[src/rtl/tss_pkg.sv]
// ----------------------------------------------------------------------------
// tss_pkg: seven-segment text encoder shared definitions
// Payload types, character codes, segment constants and the font tables.
// ----------------------------------------------------------------------------
`default_nettype none

package tss_pkg;

	// Bit 7 is the decimal point, bits 6..0 are segments g..a
	localparam logic [7:0] SEG_BLANK  = 8'h00;
	localparam logic [7:0] SEG_MINUS  = 8'h40;
	localparam logic [7:0] SEG_LOWBAR = 8'h08;
	localparam logic [7:0] SEG_ERROR  = 8'h49;
	localparam logic [7:0] SEG_POINT  = 8'h80;

	localparam logic [7:0] CH_NUL     = 8'h00;
	localparam logic [7:0] CH_TAB     = 8'h09;
	localparam logic [7:0] CH_CR      = 8'h0d;
	localparam logic [7:0] CH_SPACE   = 8'h20;
	localparam logic [7:0] CH_MINUS   = 8'h2d;
	localparam logic [7:0] CH_POINT   = 8'h2e;
	localparam logic [7:0] CH_ZERO    = 8'h30;
	localparam logic [7:0] CH_NINE    = 8'h39;
	localparam logic [7:0] CH_UPPER_A = 8'h41;
	localparam logic [7:0] CH_UPPER_Z = 8'h5a;
	localparam logic [7:0] CH_LOWBAR  = 8'h5f;
	localparam logic [7:0] CH_LOWER_A = 8'h61;
	localparam logic [7:0] CH_LOWER_Z = 8'h7a;
	localparam logic [7:0] CASE_SHIFT = 8'h20;

	localparam int unsigned NUM_DIGITS = 4;

	typedef struct packed {
		logic [7:0] char_code;
		logic       last_char;
	} tss_in_t;

	typedef struct packed {
		logic [7:0] digit0_segments;
		logic [7:0] digit1_segments;
		logic [7:0] digit2_segments;
		logic [7:0] digit3_segments;
	} tss_out_t;

	// Classification of one character, handed from the glyph lookup to the frame logic
	typedef struct packed {
		logic       nul;
		logic       point;
		logic [7:0] pattern;
	} tss_glyph_t;

	function automatic logic [7:0] numeral_glyph(input logic [3:0] idx);
		logic [7:0] pat;
		case (idx)
			4'd0: pat = 8'h3f;
			4'd1: pat = 8'h06;
			4'd2: pat = 8'h5b;
			4'd3: pat = 8'h4f;
			4'd4: pat = 8'h66;
			4'd5: pat = 8'h6d;
			4'd6: pat = 8'h7d;
			4'd7: pat = 8'h07;
			4'd8: pat = 8'h7f;
			4'd9: pat = 8'h6f;
			default: pat = SEG_ERROR;
		endcase
		return pat;
	endfunction

	function automatic logic [7:0] letter_glyph(input logic [4:0] idx);
		logic [7:0] pat;
		case (idx)
			5'd0:  pat = 8'h77;
			5'd1:  pat = 8'h7c;
			5'd2:  pat = 8'h58;
			5'd3:  pat = 8'h5e;
			5'd4:  pat = 8'h79;
			5'd5:  pat = 8'h71;
			5'd6:  pat = 8'h6f;
			5'd7:  pat = 8'h74;
			5'd8:  pat = 8'h30;
			5'd9:  pat = 8'h0e;
			5'd11: pat = 8'h38;
			5'd13: pat = 8'h54;
			5'd14: pat = 8'h5c;
			5'd15: pat = 8'h73;
			5'd16: pat = 8'h67;
			5'd17: pat = 8'h50;
			5'd18: pat = 8'h6d;
			5'd19: pat = 8'h78;
			5'd20: pat = 8'h1c;
			5'd24: pat = 8'h6e;
			default: pat = SEG_ERROR;
		endcase
		return pat;
	endfunction

endpackage

`default_nettype wire

[src/rtl/tss_stream_if.sv]
// ----------------------------------------------------------------------------
// tss_stream_if: valid/ready stream channel
// One transaction moves per clock edge with valid and ready both high.
// ----------------------------------------------------------------------------
`default_nettype none

interface tss_stream_if #(
	parameter type payload_t = logic
);
	logic     valid;
	logic     ready;
	payload_t payload;

	modport source (output valid, output payload, input ready);
	modport sink   (input valid, input payload, output ready);
endinterface

`default_nettype wire

[src/rtl/tss_glyph.sv]
// ----------------------------------------------------------------------------
// tss_glyph: character to segment pattern lookup
// Case-folds one byte and maps it through the font tables.
// ----------------------------------------------------------------------------
`default_nettype none

module tss_glyph
	import tss_pkg::*;
(
	input  wire logic [7:0] char_code,
	output tss_glyph_t      glyph
);
	logic [7:0] folded;
	logic [7:0] num_off;
	logic [7:0] let_off;

	always_comb begin
		folded = char_code;
		if (char_code >= CH_UPPER_A && char_code <= CH_UPPER_Z) begin
			folded = char_code + CASE_SHIFT;
		end
		num_off = folded - CH_ZERO;
		let_off = folded - CH_LOWER_A;

		glyph.nul   = (folded == CH_NUL);
		glyph.point = (folded == CH_POINT);
		if (folded >= CH_ZERO && folded <= CH_NINE) begin
			glyph.pattern = numeral_glyph(num_off[3:0]);
		end else if (folded >= CH_LOWER_A && folded <= CH_LOWER_Z) begin
			glyph.pattern = letter_glyph(let_off[4:0]);
		end else if (folded == CH_SPACE || (folded >= CH_TAB && folded <= CH_CR)) begin
			glyph.pattern = SEG_BLANK;
		end else if (folded == CH_MINUS) begin
			glyph.pattern = SEG_MINUS;
		end else if (folded == CH_LOWBAR) begin
			glyph.pattern = SEG_LOWBAR;
		end else if (folded == CH_POINT) begin
			glyph.pattern = SEG_POINT;
		end else begin
			glyph.pattern = SEG_ERROR;
		end
	end
endmodule

`default_nettype wire

[src/rtl/text_to_seven_segment_encoder_top.sv]
// ----------------------------------------------------------------------------
// text_to_seven_segment_encoder_top: text frame to four-digit segment patterns
// Packs a stream of ASCII characters into four seven-segment digit patterns.
// ----------------------------------------------------------------------------
// Usage:
//   in_ch carries one character per transaction (char_code, last_char). The
//   block takes one transaction every cycle unless stalled (see Stall). Each
//   character goes through a font lookup and updates the four-digit frame;
//   a '.' may merge into the previous digit as its decimal point.
//   out_ch carries one transaction per frame, on the character marked last:
//   the four patterns, digit0 leftmost, bit 7 the decimal point.
//   Path: a character is registered in the input stage; its frame result is
//   then registered in the result register that drives out_ch.
//   Throughput: one character per cycle while in_ch.ready is high; the font
//   lookup and slot update between the input stage and the frame registers
//   are combinational.
//   Stall: while out_ch is held with a result pending, ordinary characters
//   still flow; a second last character waits in the input stage, and
//   in_ch.ready drops only then.
//   Reset: arst_n clears the frame to blank digits, both stages to empty.
//   Only the first MAX_CHARS characters of a frame count; a NUL or four
//   filled digits drop the rest until the last character.
// ----------------------------------------------------------------------------
`default_nettype none

module text_to_seven_segment_encoder_top
	import tss_pkg::*;
#(
	parameter int unsigned MAX_CHARS = 7
) (
	input  wire logic  clk,
	input  wire logic  arst_n,
	tss_stream_if.sink   in_ch,
	tss_stream_if.source out_ch
);
	localparam int unsigned CW = $clog2(MAX_CHARS + 1);

	// Input stage
	logic       valid_s1;
	logic [7:0] char_s1;
	logic       last_s1;
	logic       s1_adv;

	// Frame state
	logic [7:0]    store_q [NUM_DIGITS];
	logic [2:0]    slot_q;
	logic [CW-1:0] chars_q;
	logic          ignore_q;

	// Result register
	logic     out_valid_q;
	tss_out_t out_q;

	tss_glyph_t glyph;

	logic [7:0]    store_nxt [NUM_DIGITS];
	logic [2:0]    slot_nxt;
	logic [CW-1:0] chars_nxt;
	logic          ignore_nxt;
	logic          take;
	logic [1:0]    prev_idx;

	// Advance the input stage unless a frame result would overwrite an untaken one
	assign s1_adv      = valid_s1 && (!last_s1 || !out_valid_q || out_ch.ready);
	assign in_ch.ready = !valid_s1 || s1_adv;

	always_ff @(posedge clk or negedge arst_n) begin
		if (!arst_n) begin
			valid_s1 <= 1'b0;
		end else if (in_ch.ready) begin
			valid_s1 <= in_ch.valid;
		end
	end

	always_ff @(posedge clk) begin
		if (in_ch.valid && in_ch.ready) begin
			char_s1 <= in_ch.payload.char_code;
			last_s1 <= in_ch.payload.last_char;
		end
	end

	tss_glyph u_glyph (
		.char_code (char_s1),
		.glyph     (glyph)
	);

	// Slot update for the character in the input stage
	always_comb begin
		for (int i = 0; i < NUM_DIGITS; i++) begin
			store_nxt[i] = store_q[i];
		end
		slot_nxt   = slot_q;
		chars_nxt  = chars_q;
		ignore_nxt = ignore_q;
		prev_idx   = slot_q[1:0] - 2'd1;
		take       = !ignore_q && (slot_q < 3'(NUM_DIGITS)) && (chars_q < CW'(MAX_CHARS));

		if (take) begin
			chars_nxt = chars_q + CW'(1);
			if (glyph.nul) begin
				ignore_nxt = 1'b1;
			end else if (glyph.point && slot_q != 3'd0 && !store_q[prev_idx][7]) begin
				// merge the point into the previous digit
				store_nxt[prev_idx] = store_q[prev_idx] | SEG_POINT;
			end else begin
				store_nxt[slot_q[1:0]] = glyph.pattern;
				slot_nxt               = slot_q + 3'd1;
			end
		end
	end

	always_ff @(posedge clk or negedge arst_n) begin
		if (!arst_n) begin
			for (int i = 0; i < NUM_DIGITS; i++) begin
				store_q[i] <= SEG_BLANK;
			end
			slot_q   <= '0;
			chars_q  <= '0;
			ignore_q <= 1'b0;
		end else if (s1_adv) begin
			if (last_s1) begin
				// restart the frame blank after the last character
				for (int i = 0; i < NUM_DIGITS; i++) begin
					store_q[i] <= SEG_BLANK;
				end
				slot_q   <= '0;
				chars_q  <= '0;
				ignore_q <= 1'b0;
			end else begin
				for (int i = 0; i < NUM_DIGITS; i++) begin
					store_q[i] <= store_nxt[i];
				end
				slot_q   <= slot_nxt;
				chars_q  <= chars_nxt;
				ignore_q <= ignore_nxt;
			end
		end
	end

	// Result register: load on the last character, drop once taken
	always_ff @(posedge clk or negedge arst_n) begin
		if (!arst_n) begin
			out_valid_q <= 1'b0;
		end else if (s1_adv && last_s1) begin
			out_valid_q <= 1'b1;
		end else if (out_ch.ready) begin
			out_valid_q <= 1'b0;
		end
	end

	always_ff @(posedge clk) begin
		if (s1_adv && last_s1) begin
			out_q.digit0_segments <= store_nxt[0];
			out_q.digit1_segments <= store_nxt[1];
			out_q.digit2_segments <= store_nxt[2];
			out_q.digit3_segments <= store_nxt[3];
		end
	end

	assign out_ch.valid   = out_valid_q;
	assign out_ch.payload = out_q;

`ifndef SYNTHESIS
	a_slot_range: assert property (@(posedge clk) disable iff (!arst_n)
		slot_q <= 3'(NUM_DIGITS))
		else $error("slot count beyond digit count");

	a_chars_range: assert property (@(posedge clk) disable iff (!arst_n)
		chars_q <= CW'(MAX_CHARS))
		else $error("character count beyond limit");

	a_last_emits: assert property (@(posedge clk) disable iff (!arst_n)
		s1_adv && last_s1 |=> out_valid_q)
		else $error("last character did not produce a result");

	a_no_overwrite: assert property (@(posedge clk) disable iff (!arst_n)
		out_valid_q && !out_ch.ready |=> $stable(out_q))
		else $error("pending result overwritten");
`endif

endmodule

`default_nettype wire

[src/flat_wrapper.sv]
// flat-port wrapper written by rule: the top's interface ports become plain ports
module text_to_seven_segment_encoder_top_flat import tss_pkg::*;
#(
	parameter int unsigned MAX_CHARS = 7
)
  (clk, arst_n, in_ch_valid, in_ch_payload, in_ch_ready, out_ch_valid, out_ch_payload, out_ch_ready);
  tss_stream_if #(.payload_t(tss_in_t)) in_ch_i ();
  tss_stream_if #(.payload_t(tss_out_t)) out_ch_i ();
  input  wire logic clk;
  input  wire logic arst_n;
  input wire logic [$bits(in_ch_i.valid)-1:0] in_ch_valid;
  input wire logic [$bits(in_ch_i.payload)-1:0] in_ch_payload;
  output wire logic [$bits(in_ch_i.ready)-1:0] in_ch_ready;
  output wire logic [$bits(out_ch_i.valid)-1:0] out_ch_valid;
  output wire logic [$bits(out_ch_i.payload)-1:0] out_ch_payload;
  input wire logic [$bits(out_ch_i.ready)-1:0] out_ch_ready;
  assign in_ch_i.valid = in_ch_valid;
  assign in_ch_i.payload = in_ch_payload;
  assign in_ch_ready = in_ch_i.ready;
  assign out_ch_valid = out_ch_i.valid;
  assign out_ch_payload = out_ch_i.payload;
  assign out_ch_i.ready = out_ch_ready;
  text_to_seven_segment_encoder_top #(.MAX_CHARS(MAX_CHARS)) u_core (.clk(clk), .arst_n(arst_n), .in_ch(in_ch_i), .out_ch(out_ch_i));
endmodule
[config.mk]
export PLATFORM = sky130hd
export DESIGN_NAME = text_to_seven_segment_encoder_top_flat
export DESIGN_NICKNAME = d
export VERILOG_FILES = /design/src/rtl/tss_pkg.sv /design/src/rtl/tss_stream_if.sv /design/src/rtl/tss_glyph.sv /design/src/rtl/text_to_seven_segment_encoder_top.sv /design/src/flat_wrapper.sv
export SDC_FILE = /design/constraint.sdc
export NUM_CORES = 1
export LEC_CHECK = 0
export BUFFER_PORTS_ARGS = -buffer_cell sky130_fd_sc_hd__clkbuf_2
export CELL_PAD_IN_SITES_DETAIL_PLACEMENT = 1
export CELL_PAD_IN_SITES_GLOBAL_PLACEMENT = 2
export CORE_ASPECT_RATIO = 1.5
export CORE_MARGIN = 2
export CORE_UTILIZATION = 25
export CTS_CLUSTER_SIZE = 30
export DETAILED_ROUTE_END_ITERATION = 7
export PLACE_DENSITY_LB_ADDON = 0.1
export SYNTH_ARGS = -nofsm -noshare
export SYNTH_HDL_FRONTEND = slang
export SYNTH_SLANG_ARGS = --single-unit
[constraint.sdc]
create_clock -name clk -period 9.1 [get_ports clk]
set_clock_uncertainty 0.15 [all_clocks]
set_input_delay 1.82 -clock clk [delete_from_list [all_inputs] [get_ports clk]]
set_output_delay 1.82 -clock clk [all_outputs]
set_load 0.02 [all_outputs]
==> results by group <==
Layout
  – ANT cells: 0
  – Layout cell share with drive strength beyond 1: 16.5%
  – Footprint of the multi-input gates: 2930 sq um
  – Fillers: 2503
  – Layout net count: 630
  – Layout Utilization: 28.7%
  – Area grow syn2layout: 13.7%
  – FF/Latch Area: 2260 sq um

Routing
  – DR pass1 iterations: 4
  – Vias/cell: 5.42
  – Routed WL per cell: 23.8 um
  – Residual DRC: 0
  – Detailed Route WL: 20900 um
  – Vias: 4754
  – Post-DRT Antenna Nets: 0
  – DRC marker count from the first detailed-route iteration: 320

CTS
  – CTS Root Cell: clkbuf_16
  – CTS Buf Count: 9
  – Sink Count: 82
  – Worst skew pair latency: 0.35 ns
  – Hold-fix buffers at CTS: 0
  – Htree depth: 3
  – Post-CTS setup buffer count: 0
  – CTS clk-pin slew, worst paths: 0.06 ns
  – Post-CTS Resized: 0
  – Bufs on Longest Clock Path: 2
  – TritonCTS clock tree: built

Worst setup path
  – FF-to-FF Start: u_core.slot_q[0]
  – Slowest cell on the critical path: dfrtp_1
  – Flop2flop setup slack: 4.45 ns
  – Crit path launch type: flop
  – Worst path depth: 10
  – Critical Path, Cell by Cell: inv_1, ha_1, mux4_2, or4_4, or4_1, buf_4, a21oi_2, and2_1, o21ai_1, o31ai_1
  – CP top delay family: simple AND/OR/NAND/NOR gates
  – Bufs and invs on worst path: 2
  – Endpoint class of the critical path: flop
  – Setup Crit Path Kind: flop to flop
  – CP Max Fanout: 33
  – Reg-to-Reg End: u_core.store_q[16]
  – Req. time, crit path: 9.20 ns
  – R2R depth: 10
  – Crit path arrival time: 4.75 ns
  – Critical path's largest stage delay: 0.80 ns

Min path
  – Min-Delay Path Depth: 2
  – Worst Hold Path EP: u_core.ignore_q
  – Hold path startpoint: u_core.ignore_q
  – Worst min-delay path class: flop to flop

Power
  – Power Density: 231 nW/um^2
  – P_leak: 2.34 nW
  – Worst IR Drop VDD: 0.102 mV

Global route
  – Pin count of the biggest net entering global routing: 42
  – Vias in the first global route: 5131
  – Initial antenna violation count: 0
  – Gr ovfl total: 0
  – Global-route wire length before repair: 32300 um
  – GRT Total Usage: 18.6%

Synthesis
  – Area leader, netlist: edfxtp_1
  – EDFF count, synth: 41
  – Seq cells post-synth: 82
  – Synthesized area: 5430 sq um
  – Syn Nets: 605
  – Synth top area share: 22.7%
  – Main area contributors after synthesis: edfxtp_1, dfrtp_1, a21oi_1
  – Post-synthesis sequential area ratio: 41.5%
  – Commonest cells post-synth: nor2_1, a21oi_1, dfrtp_1, edfxtp_1, nand2_1
  – Synth Area per Inst: 9.45 sq um
  – Count leader, synth: nor2_1
  – Synth Instances: 575
  – Synth cell types: 70
  – Fraction of registers with async set/reset: 50.0%
  – Yosys warnings: 0
  – Top FF cell, synth: edfxtp_1

Die
  – IO Pins: 47
  – Die area: 23000 sq um
  – Die height: 185 um
  – Starting Density: 25.2%
  – Site row count: 66
  – Core Area: 21600 sq um
  – DIE WIDTH: 124 um

Status
  – Outcome: complete, no violations

STA
  – Final Max Tran Viols: 0
  – Final setup violation count: 0
  – Max Clk Rate: 215 MHz
  – Unrepaired setup endpoints after global routing: false
  – Post-Route Setup TNS: 0 ns
  – Final number of hold-violating endpoints: 0
  – Final min period: 4.65 ns
  – Final worst slack: 4.45 ns
  – Worst slew margin: 22.3%
  – Tcrit/Tclk final: 51.1%
  – Slew @ Worst Pin: 1.16 ns

Placement
  – DP Worst Slack: 4.47 ns
  – GP Congestion: 0.838
  – Buffers on Ports: 46
  – Dpl hpwl: 15600 um

Run
  – Max-cap violation count: 0
## worst min-delay path, delay by kind of cell, from the launching register on
kind	cells	cell delay (ns)
compound gates	1	0.05
flops	1	0.35
simple gates	1	0.08
## where the power goes
| part | internal [mW] | switching, mW | total, mW |
|---|---|---|---|
| Clock | 0.209 | 0.151 | 0.360 |
| Sequential | 0.472 | 0.0706 | 0.542 |
| Combinational | 0.199 | 0.326 | 0.525 |
## cells by family (layout without fill, tap and decap cells)
| family | after synthesis | after routing | share of synthesized area [%] |
|---|---|---|---|
| multiplexers | 24 | 24 | 6.33 |
| AND/OR/NAND/NOR | 166 | 166 | 14.4 |
| adder cells (fa/ha/maj) | 17 | 17 | 3.91 |
| buffers and inverters | 63 | 93 | 4.65 |
| AO/OA/AOI/OAI | 218 | 218 | 28.3 |
| XOR/XNOR | 5 | 5 | 0.806 |
| flip-flops | 82 | 82 | 41.5 |
## registers in the layout, summed over array words and instances (netlist names)
register	cells
u_core.out_ch.valid	1
u_core.valid_s1	1
u_core.slot_q	3
u_core.ignore_q	1
u_core.last_s1	1
u_core.chars_q	3
u_core.store_q	32
u_core.char_s1	8
u_core.out_ch.payload	32
## metrics by stage
| stage | instances | total power [mW] | hold WS, ns | instance area, sq um |
|---|---|---|---|---|
| after floorplan | 575 | 0.893 | 0.313 | 5430 |
| after global placement | 861 | 1.07 | 0.341 | 5900 |
| after detailed placement | 861 | 1.08 | 0.340 | 5900 |
| after CTS | 877 | 1.44 | 0.358 | 6180 |
| after global routing | 877 | 1.51 | 0.401 | 6180 |
| final | 877 | 1.43 | 0.361 | 6180 |
## metal layers
metal  up-vias  global-route usage [%]  share of wire (%)
li1       2238                       -                  -
met1      2416                    20.6                 40
met2        74                    35.5                 55
met3        26                    3.05                2.7
met4         0                    6.92                2.5
met5         -                       0                  0
## layout by cell type, fill, tap and decap left out, drive strengths merged, types with 4 or more instances in the layout
master,count
o31ai,8
and2,6
o21ba,4
nor4,6
xnor2,4
nor2,58
a21oi,56
a22o,11
ha,17
nand3,10
nor2b,9
a21o,4
nand2b,6
nor3,14
o22ai,8
o221ai,5
inv,22
o21ai,40
o221a,4
a211oi,11
dfrtp,41
mux2i,13
a21boi,6
clkinv,6
nand2,41
a31oi,12
or3,4
buf,7
clkbuf,57
a221oi,5
o22a,5
edfxtp,41
mux4,8
## cell type report
class,instances,area share [%]
timing repair buffer,53,4.58
clock inverter,5,0.729
clock buffer,11,3.77
sequential,82,36.5
inverter,24,1.46
multi-input combinational,430,47.4
tap,272,5.51
## how the worst max path moves through the flow
stage                                 from                  endpoint  slack [ns]
after floorplan               out_ch_ready               in_ch_ready        4.99
after global placement    u_core.slot_q[0]        u_core.store_q[16]        4.61
after detailed placement  u_core.slot_q[0]        u_core.store_q[16]        4.47
after CTS                 u_core.slot_q[0]        u_core.store_q[16]        4.48
after global routing      u_core.slot_q[0]  u_core.out_ch.payload[4]        4.24
final                     u_core.slot_q[0]        u_core.store_q[16]        4.45
Power figures use the tool's default switching activity.
